===== config.mk =====
export PLATFORM = sky130hd
export DESIGN_NAME = serial_pwm_command_parser_top
export DESIGN_NICKNAME = d
export VERILOG_FILES = /design/src/hdl/spcp_pkg.sv /design/src/hdl/spcp_in_stage.sv /design/src/hdl/spcp_parser.sv /design/src/hdl/spcp_out_stage.sv /design/src/hdl/serial_pwm_command_parser_top.sv
export SDC_FILE = /design/constraint.sdc
export NUM_CORES = 1
export LEC_CHECK = 0
export ABC_AREA = 1
export BUFFER_PORTS_ARGS = -buffer_cell sky130_fd_sc_hd__buf_2
export CORE_UTILIZATION = 36
export CTS_CLUSTER_SIZE = 24
export DETAILED_ROUTE_END_ITERATION = 12
export MAX_ROUTING_LAYER = met4
export PLACE_DENSITY = 0.65
export SLEW_MARGIN = 0
export SYNTH_ARGS = -nofsm -noshare
export SYNTH_HDL_FRONTEND = slang
export SYNTH_SLANG_ARGS = --single-unit

===== constraint.sdc =====
create_clock -name clk -period 4 [get_ports clk]
set_input_delay 0.8 -clock clk [delete_from_list [all_inputs] [get_ports clk]]
set_output_delay 0.8 -clock clk [all_outputs]
set_load 0.01 [all_outputs]

===== src/hdl/spcp_pkg.sv =====
// Shared constants, codes, result type and hex decode for the serial PWM command parser.
// No dependencies; imported by every module of the block.
package spcp_pkg;

    // Argument store depth, position width and derived index width
    localparam int MAX_ARGS = 4;
    localparam int POS_W    = 5;
    localparam int IDX_W    = $clog2(MAX_ARGS);

    // Character codes
    localparam logic [7:0] CH_PWM     = 8'h70;
    localparam logic [7:0] CH_CR      = 8'h0D;
    localparam logic [7:0] CH_LF      = 8'h0A;
    localparam logic [7:0] PIN_OFFSET = 8'd48;
    localparam logic [POS_W-1:0] PWM_ARGC = POS_W'(3);

    // Pending error of the current line
    typedef enum logic [1:0] {
        ERR_GENERIC = 2'd0,
        ERR_ARGC    = 2'd1,
        ERR_CMD     = 2'd2
    } err_t;

    // Status reported with each result
    typedef enum logic [1:0] {
        ST_PWM_SET = 2'd0,
        ST_ARGC    = 2'd1,
        ST_UNKNOWN = 2'd2,
        ST_GENERIC = 2'd3
    } status_t;

    typedef struct packed {
        status_t    status;
        logic [7:0] pin;
        logic [7:0] duty;
    } result_t;

    // Decode one hex digit character; anything else reads as zero
    function automatic logic [3:0] hex_nibble(input logic [7:0] c);
        logic [7:0] d;
        begin
            d = 8'd0;
            if (c >= 8'h30 && c <= 8'h39)
                d = c - 8'h30;
            else if (c >= 8'h41 && c <= 8'h46)
                d = c - 8'h41 + 8'd10;
            else if (c >= 8'h61 && c <= 8'h66)
                d = c - 8'h61 + 8'd10;
            return d[3:0];
        end
    endfunction

endpackage


===== src/hdl/spcp_in_stage.sv =====
// Input register of the serial PWM command parser: captures one character transaction.
// Depends on spcp_pkg (none of its items needed beyond the import convention).
module spcp_in_stage
    import spcp_pkg::*;
(
    input  logic       clk,
    input  logic       rst_n,
    input  logic       rx_valid,
    output logic       rx_stall,
    input  logic [7:0] rx_char,
    input  logic       advance,
    output logic       held_valid,
    output logic [7:0] held_char
);

    logic       valid_reg;
    logic       valid_next;
    logic [7:0] char_reg;
    logic       load;

    // Stall while a held character cannot move on
    assign rx_stall = valid_reg && !advance;
    assign load     = rx_valid && !rx_stall;

    // Refill when the held character leaves or the register is empty
    always_comb
    begin
        valid_next = valid_reg;
        if (!rx_stall)
        begin
            valid_next = rx_valid;
        end
    end

    always_ff @(posedge clk or negedge rst_n)
    begin
        if (!rst_n)
        begin
            valid_reg <= 1'b0;
        end
        else
        begin
            valid_reg <= valid_next;
        end
    end

    // Hold payload until the next accepted transaction
    always_ff @(posedge clk)
    begin
        if (load)
        begin
            char_reg <= rx_char;
        end
    end

    assign held_valid = valid_reg;
    assign held_char  = char_reg;

endmodule


===== src/hdl/spcp_parser.sv =====
// Line state, argument store and result decode of the serial PWM command parser.
// Depends on spcp_pkg for character codes, error codes and the result type.
module spcp_parser
    import spcp_pkg::*;
(
    input  logic       clk,
    input  logic       rst_n,
    input  logic       step,
    input  logic [7:0] ch,
    output logic       emit,
    output result_t    result
);

    logic [POS_W-1:0] pos_reg;
    logic [POS_W-1:0] pos_next;
    logic             is_pwm_reg;
    logic             is_pwm_next;
    err_t             err_reg;
    err_t             err_next;
    logic [7:0]       args_reg [MAX_ARGS];
    logic             wr_en;
    logic [IDX_W-1:0] wr_idx;
    logic [POS_W-1:0] eff_pos;

    assign emit = (ch == CH_CR);

    // Next line state for one character
    always_comb
    begin
        pos_next    = pos_reg;
        is_pwm_next = is_pwm_reg;
        err_next    = err_reg;
        wr_en       = 1'b0;
        eff_pos     = pos_reg;
        wr_idx      = IDX_W'(pos_reg - POS_W'(1));
        if (ch == CH_CR)
        begin
            pos_next    = '0;
            is_pwm_next = 1'b0;
            err_next    = ERR_GENERIC;
        end
        else if (ch != CH_LF)
        begin
            if (pos_reg == '0 && ch == CH_PWM)
            begin
                pos_next    = POS_W'(1);
                is_pwm_next = 1'b1;
            end
            else
            begin
                // Unknown command: the character itself becomes the first argument
                if (pos_reg == '0)
                begin
                    eff_pos     = POS_W'(1);
                    is_pwm_next = 1'b0;
                    err_next    = ERR_CMD;
                end
                // Overflow: saturate and overwrite the last entry
                if (eff_pos >= POS_W'(MAX_ARGS))
                begin
                    is_pwm_next = 1'b0;
                    err_next    = ERR_ARGC;
                    pos_next    = eff_pos;
                end
                else
                begin
                    pos_next = eff_pos + POS_W'(1);
                end
                wr_en  = 1'b1;
                wr_idx = IDX_W'(eff_pos - POS_W'(1));
            end
        end
    end

    // Decode the result of the finished line
    always_comb
    begin
        result.pin    = 8'd0;
        result.duty   = 8'd0;
        result.status = ST_GENERIC;
        if (is_pwm_reg && pos_reg == PWM_ARGC + POS_W'(1))
        begin
            result.status = ST_PWM_SET;
            result.pin    = args_reg[0] - PIN_OFFSET;
            result.duty   = {hex_nibble(args_reg[1]), hex_nibble(args_reg[2])};
        end
        else if (is_pwm_reg)
        begin
            result.status = ST_ARGC;
        end
        else
        begin
            unique case (err_reg)
                ERR_GENERIC: result.status = ST_GENERIC;
                ERR_ARGC:    result.status = ST_ARGC;
                ERR_CMD:     result.status = ST_UNKNOWN;
                default:     result.status = ST_GENERIC;
            endcase
        end
    end

    // Advance line state once per processed character
    always_ff @(posedge clk or negedge rst_n)
    begin
        if (!rst_n)
        begin
            pos_reg    <= '0;
            is_pwm_reg <= 1'b0;
            err_reg    <= ERR_GENERIC;
        end
        else if (step)
        begin
            pos_reg    <= pos_next;
            is_pwm_reg <= is_pwm_next;
            err_reg    <= err_next;
        end
    end

    // Store arguments; contents survive the end of a line
    always_ff @(posedge clk)
    begin
        if (step && wr_en)
        begin
            args_reg[wr_idx] <= ch;
        end
    end

endmodule


===== src/hdl/spcp_out_stage.sv =====
// Result register of the serial PWM command parser, parting the parser from the consumer.
// Depends on spcp_pkg for the result type.
module spcp_out_stage
    import spcp_pkg::*;
(
    input  logic       clk,
    input  logic       rst_n,
    input  logic       load,
    input  result_t    load_data,
    output logic       free,
    output logic       res_valid,
    input  logic       res_stall,
    output logic [1:0] status,
    output logic [7:0] pwm_pin,
    output logic [7:0] pwm_duty
);

    logic    valid_reg;
    logic    valid_next;
    result_t data_reg;

    // Free when empty or the held result is taken this cycle
    assign free = !valid_reg || !res_stall;

    always_comb
    begin
        valid_next = valid_reg && res_stall;
        if (load)
        begin
            valid_next = 1'b1;
        end
    end

    always_ff @(posedge clk or negedge rst_n)
    begin
        if (!rst_n)
        begin
            valid_reg <= 1'b0;
        end
        else
        begin
            valid_reg <= valid_next;
        end
    end

    always_ff @(posedge clk)
    begin
        if (load)
        begin
            data_reg <= load_data;
        end
    end

    assign res_valid = valid_reg;
    assign status    = data_reg.status;
    assign pwm_pin   = data_reg.pin;
    assign pwm_duty  = data_reg.duty;

endmodule


===== src/hdl/serial_pwm_command_parser_top.sv =====
// Top level of the serial PWM command parser: input register, parser, result register.
// Depends on spcp_pkg, spcp_in_stage, spcp_parser and spcp_out_stage.
//
//   channel   direction  handshake            payload
//   rx        in         rx_valid / rx_stall   rx_char[7:0]
//   res       out        res_valid / res_stall status[1:0], pwm_pin[7:0], pwm_duty[7:0]
//
// One character per cycle while neither register stalls. A character waits in the input register, where
// the parser updates its line state as it moves on; a carriage return loads the result
// register as it leaves the input register, so its result is valid once it has passed through both.
// Reset clears the line state and both valid flags; the argument store is not reset.
// A stalled result holds the next carriage return in the input register; characters
// ahead of it keep flowing.
module serial_pwm_command_parser_top
    import spcp_pkg::*;
(
    input  logic       clk,
    input  logic       rst_n,
    input  logic       rx_valid,
    output logic       rx_stall,
    input  logic [7:0] rx_char,
    output logic       res_valid,
    input  logic       res_stall,
    output logic [1:0] status,
    output logic [7:0] pwm_pin,
    output logic [7:0] pwm_duty
);

    logic       held_valid;
    logic [7:0] held_char;
    logic       emit;
    logic       out_free;
    logic       advance;
    result_t    result;

    // Move a held character on unless its result has nowhere to go
    assign advance = held_valid && (!emit || out_free);

    spcp_in_stage u_in_stage (
        .clk        (clk),
        .rst_n      (rst_n),
        .rx_valid   (rx_valid),
        .rx_stall   (rx_stall),
        .rx_char    (rx_char),
        .advance    (advance),
        .held_valid (held_valid),
        .held_char  (held_char)
    );

    spcp_parser u_parser (
        .clk    (clk),
        .rst_n  (rst_n),
        .step   (advance),
        .ch     (held_char),
        .emit   (emit),
        .result (result)
    );

    spcp_out_stage u_out_stage (
        .clk       (clk),
        .rst_n     (rst_n),
        .load      (advance && emit),
        .load_data (result),
        .free      (out_free),
        .res_valid (res_valid),
        .res_stall (res_stall),
        .status    (status),
        .pwm_pin   (pwm_pin),
        .pwm_duty  (pwm_duty)
    );

endmodule

* Yosys cells after proc, flatten, opt, wreduce, memory -nomap -nowiden
Memory sizes are Yosys's and may differ from the RTL's.
Index checks and enable logic that the tools add are counted.
** Cells by class
- Add/subtract/negate cells :: 14
- $lt $le $gt $ge :: 13
- Equal/unequal tests :: 7
- Muxes and demuxes :: 35
- Reduce and logical (&&, ||, !) cells :: 29
** Operators with widths (count)
- 2-to-1 mux 5 bit :: 8
- greater-or-equal comparator 8 x 7 -> 1 bit (second input constant) :: 4
- less-or-equal comparator 8 x 7 -> 1 bit (second input constant) :: 4
- 2-to-1 mux 4 bit :: 6
- subtractor 4 x 1 -> 4 bit (second input constant) :: 6
- adder 4 bit (second input constant) :: 4
- greater-or-equal comparator 8 x 6 -> 1 bit (second input constant) :: 2
- less-or-equal comparator 8 x 6 -> 1 bit (second input constant) :: 2
- 2-to-1 mux 2 bit :: 8
- logical AND 1 bit :: 14
- 2-to-1 mux 1 bit :: 12
- equality test 8 x 4 -> 1 bit (second input constant) :: 1
- equality test 8 x 7 -> 1 bit (second input constant) :: 1
- inequality test 8 x 4 -> 1 bit (second input constant) :: 1
- subtractor 8 x 6 -> 8 bit (second input constant) :: 1
- adder 5 x 1 -> 5 bit (second input constant) :: 1
- equality test 5 x 3 -> 1 bit (second input constant) :: 1
- greater-or-equal comparator 5 x 3 -> 1 bit (second input constant) :: 1
- zero test 1 bit :: 5
- zero test 5 bit :: 1
- one-hot mux 2 bit (2 select lines) :: 1
- AND reduction 4 bit :: 1
- nonzero test 4 bit :: 1
- subtractor 2 x 1 -> 2 bit (second input constant) :: 2
- 9 further kinds :: 10
** Word-level totals
- Register bits after elaboration :: 36
- Bits in writable memories :: 32
- Input port bits :: 12
- Output and inout bits :: 20
- Word-level logic and storage cells :: 109
- Memories :: 1
** Memory list
- u_parser.args_reg :: words 4, bits a word 8, rd ports 3, clocked after memory_dff 0, wr ports 1, line spcp_parser.sv:20 : logic [7:0] args_reg [MAX_ARGS];

* Longest topological paths before layout
- Depth in word-level cells :: 10
- Depth in mapped cells :: 14
- Mapped depth without buffers :: 14

* By module
Synthesis repeated with hierarchy kept, for this count alone.
** Second synthesis, totals
- Cells, all modules :: 263
- Area total of the unflattened synthesis :: 2861.5 sq um
** By module, submodules not included
- spcp_parser :: times used 1, cells an instance 221, area an instance 1956.9 sq um, seq. area each 920.9 sq um
- spcp_out_stage :: times used 1, cells an instance 22, area an instance 581.8 sq um, seq. area each 565.5 sq um
- spcp_in_stage :: times used 1, cells an instance 15, area an instance 297.8 sq um, seq. area each 265.3 sq um
- serial_pwm_command_parser_top :: times used 1, cells an instance 5, area an instance 25.0 sq um, seq. area each 0.0 sq um

* Worst setup path before layout
Ideal clock, no wire load.
- Kind :: register to register
- Start :: register u_parser.pos_reg[0]
- End :: memory u_parser.args_reg[0][0], enable pin
- Library setup time :: 0.370 ns
- Arrival :: 1.919 ns
- Data required time :: 3.630 ns
- Slack :: 1.711 ns
- Stages on the path, launching flop included :: 14
- Buffers on the path :: 0
- Clock period less this slack :: 2.289 ns
- Cell sequence :: dfrtp_1 -> inv_1 -> ha_1 -> inv_1 -> nor2_2 -> inv_1 -> nand2_1 -> inv_1 -> ha_1 -> nor2_1 -> inv_1 -> nand4_1 -> nand2_1 -> nor2_1
** On the way
- Cells in the longest elaborated chain, start to end :: 9
- Elaborated cells between the ends (all ways) :: 17
- Those cells by class :: add/sub (2); mux (12); reduce/logical (3)
** Ends and longest elaborated chain
- start, declared :: line spcp_parser.sv:14 : logic [POS_W-1:0] pos_reg;
- start signal, assigned :: line spcp_parser.sv:113 : pos_reg <= pos_next;
- zero test 5 bit :: line spcp_parser.sv:44, spcp_parser.sv:52
- 2-to-1 mux 5 bit :: line spcp_parser.sv:52 : if (pos_reg == '0)
- 2-to-1 mux 5 bit :: line spcp_parser.sv:44 : if (pos_reg == '0 && ch == CH_PWM)
- 2-to-1 mux 5 bit :: line spcp_parser.sv:42 : else if (ch != CH_LF)
- 2-to-1 mux 5 bit :: line spcp_parser.sv:36 : if (ch == CH_CR)
- subtractor 2 x 1 -> 2 bit :: line spcp_parser.sv:70 : wr_idx = IDX_W'(eff_pos - POS_W'(1));
- 2-to-1 mux 2 bit :: line spcp_parser.sv:44
- 2-to-1 mux 2 bit :: line spcp_parser.sv:42
- 2-to-1 mux 2 bit :: line spcp_parser.sv:36
- end, declared :: line spcp_parser.sv:20
Parallel ways exist; a longest one is shown, timed or not. The select of a mux whose other input is x is not followed.

* Worst setup path in the final report
- Start :: register u_parser.pos_reg[0]
- End :: memory u_parser.args_reg[0][7], enable pin
The elaborated chain is that of the path after synthesis.

==> run metrics <==
initial antenna violation count=0; post-synth top area share=a little over half; final setup vio count=0; clk buf depth=2; syn_nets=288; grt ovf=0; post-synthesis sequential area ratio=between 60% and 70%; Max VDD drop=roughly 0.27 mV; share of layout cells above drive strength 1=about a fifth; worst hold slack=approximately 310 ps; CTS tree=yes; area of the multi-input gates=about 860 sq um; clock root buffer=clkbuf_8; Fillers=~680; min Tclk post-route=around 2600 ps; Final #Nets=between 300 and 400; Die H=about 90 um; cell area after layout=~0.0032 sq mm; syn_area_per_cell=roughly 10 sq um; adder-cell share of the synthesized area=between 5 and 6%; CP Class=reg -> reg; worst-path fanout max=8; Synth area leader=edfxtp_1; largest family of logic cells by synthesized area=simple AND/OR/NAND/NOR gates; Initial Utilization=between 30% and 40%; Slew Viols, Final=0; Compound-Gate Fraction of Synth Area=~4.7%; Clock Skew=between 7 and 8 ps; Worst slew margin=54.2%; CP endpoint kind=register; Resize count post-CTS=0; FF-to-FF setup slack=approximately 1400 ps; DP Worst Slack=approximately 1400 ps; RSZ-0062 raised after global routing=false; Mapped Cells=~260; Setup Buffers After CTS=0; Ys Warns=0; final RePlAce weighted congestion=around 0.87; Core ar.=around 0.0073 sq mm; Post-Syn Area=approximately 0.0028 sq mm; setup TNS=0 ps; I/O pins=32; # DRC=0; cts hold-fix bufs=0; Cell variety after synth=23; Period Utilization, post-route=between 60 and 70%; DIE WIDTH=89.7 um; first-pass GRT wire length=7830 um; vias in the first global route=between 1500 and 2000; min setup slack post-route=roughly 1400 ps; drt first pass iters=6; largest net degree at the start of global routing=19; htree depth=3; Detail Route Antenna Nets=0; WL per Instance=between 10 and 15 um; clk sinks=60; growth of design area from synthesis to finish=17.1%; Reg clk slew, reported paths=about 70 ps; # port buffers=31; synthesized flop and latch total=60; crit path DAT=between 2000 and 3000 ps; Simple-Gate Fraction of Synth Area=20.4%; Reg-to-Reg Start=u_parser.pos_reg[0]$_DFFE_PN0P_; share of synthesized area spent on multiplexers=0%; final core occ=roughly 44%; worst-skew pair later-pin latency=330 ps; xor/xnor share of the synthesized area=less than 1%; die area=0.00805 sq mm; First DRT Iteration DRCs=115; Area contributors post-synth=edfxtp_1 54%, dfrtp_1 9.0%, nand2_1 7.2%; maximum clock rate=about 390 MHz; Req. time, crit path=3970 ps; Register Area=between 0.0015 and 0.002 sq mm; final hold violations=0; dpl hpwl=about 3300 um; pwr/cell area=around 550 mW/mm^2; Num CTS Buffers=9; Site Rows=31; ant diodes=0; max reg flops=24; Vias/cell=approximately 4.4; worst slew pin tran=~690 ps; status=completed; max cap viols=0; crit start category=register; Worst Hold Class=in -> async; Leak=between 1.5 and 2 nW; Reg-to-Reg End=u_parser.args_reg[0][7]$_DFFE_PP_; final wirelength=4500 um; all-layer global routing usage=13.1%; Worst Reg-to-Reg Cells=13; placed cell areas=around 0.0031 sq mm; Vias=between 1500 and 2000
==> metrics by stage <==
| step | std cells | power, mW |
|---|---|---|
| after floorplan | 264 | 1.18 |
| after global placement | 394 | 1.26 |
| after detailed placement | 394 | 1.27 |
| after CTS | 410 | 1.80 |
| after global routing | 410 | 1.91 |
| final | 410 | 1.78 |
==> worst max-delay path, stage by stage (launching register included) <==
cell and delay (ps):
dfrtp_1 390, inv_1 140, ha_1 210, inv_1 90, nor2_2 170, inv_1 90
nand2_1 90, inv_1 50, ha_1 180, nor2_1 100, inv_1 40, nand4_1 100
nand2_1 80, nor2_1 490
==> placed cells by master, fill, tap and decap left out, drive strengths merged, types with 8 or more instances in the layout <==
master and n:
nand2 59, dfrtp 10, nor3 8, nand3 13, a21oi 12, edfxtp 50
nor2 37, inv 42, ha 12, buf 31, o21ai 11, clkbuf 11
==> how the worst max path moves through the flow <==
stage / from / end / slack [ps] / cells after the start
3_5_place_dp: u_parser.pos_reg[0]$_DFFE_PN0P_ / u_parser.args_reg[0][0]$_DFFE_PP_ / 1410 / 13
5_1_grt: u_parser.pos_reg[0]$_DFFE_PN0P_ / u_parser.args_reg[0][7]$_DFFE_PP_ / 1140 / 13
6_report: u_parser.pos_reg[0]$_DFFE_PN0P_ / u_parser.args_reg[0][7]$_DFFE_PP_ / 1420 / 13
4_1_cts: u_parser.pos_reg[0]$_DFFE_PN0P_ / u_parser.args_reg[0][7]$_DFFE_PP_ / 1390 / 13
2_1_floorplan: u_parser.pos_reg[0]$_DFFE_PN0P_ / u_parser.args_reg[0][0]$_DFFE_PP_ / 1710 / 13
3_3_place_gp: u_parser.pos_reg[0]$_DFFE_PN0P_ / u_parser.args_reg[0][3]$_DFFE_PP_ / 1550 / 13
==> final cells by class <==
class / count / area share [%]
timing repair buffer: 31 / 4.78
inverter: 42 / 4.86
clock buffer: 11 / 4.05
clock inverter: 5 / 1.93
multi-input combinational: 162 / 26.6
sequential: 60 / 54.0
tap: 99 / 3.82
==> Yosys cell counts <==
cell       n
o211ai_1   1
nand3_2    1
nor2_2     3
nand2_1   53
inv_2      2
o21ai_1    1
inv_1     40
nor3_2     2
a21oi_1   12
nand3b_1   2
nand4_1    3
nand2_2    6
nor2_1    32
o21ai_0   10
nor3_1     6
ha_1      12
dfrtp_1   10
edfxtp_1  50
nand3_1   12
xor2_1     2
nor2_4     2
a21boi_0   1
nand4_2    1
==> cell families (layout without fill, tap and decap cells) <==
logic type,Yosys count,in the layout
buffers and inverters,42,89
xor gates and xnor gates,2,2
adders and majority gates,12,12
DFF,60,60
and+or+nand+nor,123,123
AOI/OAI and AO/OA,25,25
==> where the power goes <==
group / switching, mW / internal, mW
logic: 0.242 / 0.141
clock network: 0.233 / 0.290
registers: 0.0772 / 0.800
==> layer usage <==
metal / track usage, % / wire length (um) / vias to the layer above
met5: - / 0 / -
met4: 6.56 / 79 / 0
met3: 4.40 / 220 / 10
met2: 19.4 / 2010 / 48
met1: 16.0 / 2200 / 792
li1: - / - / 958
No activity file was read; power rests on OpenSTA's default activity.
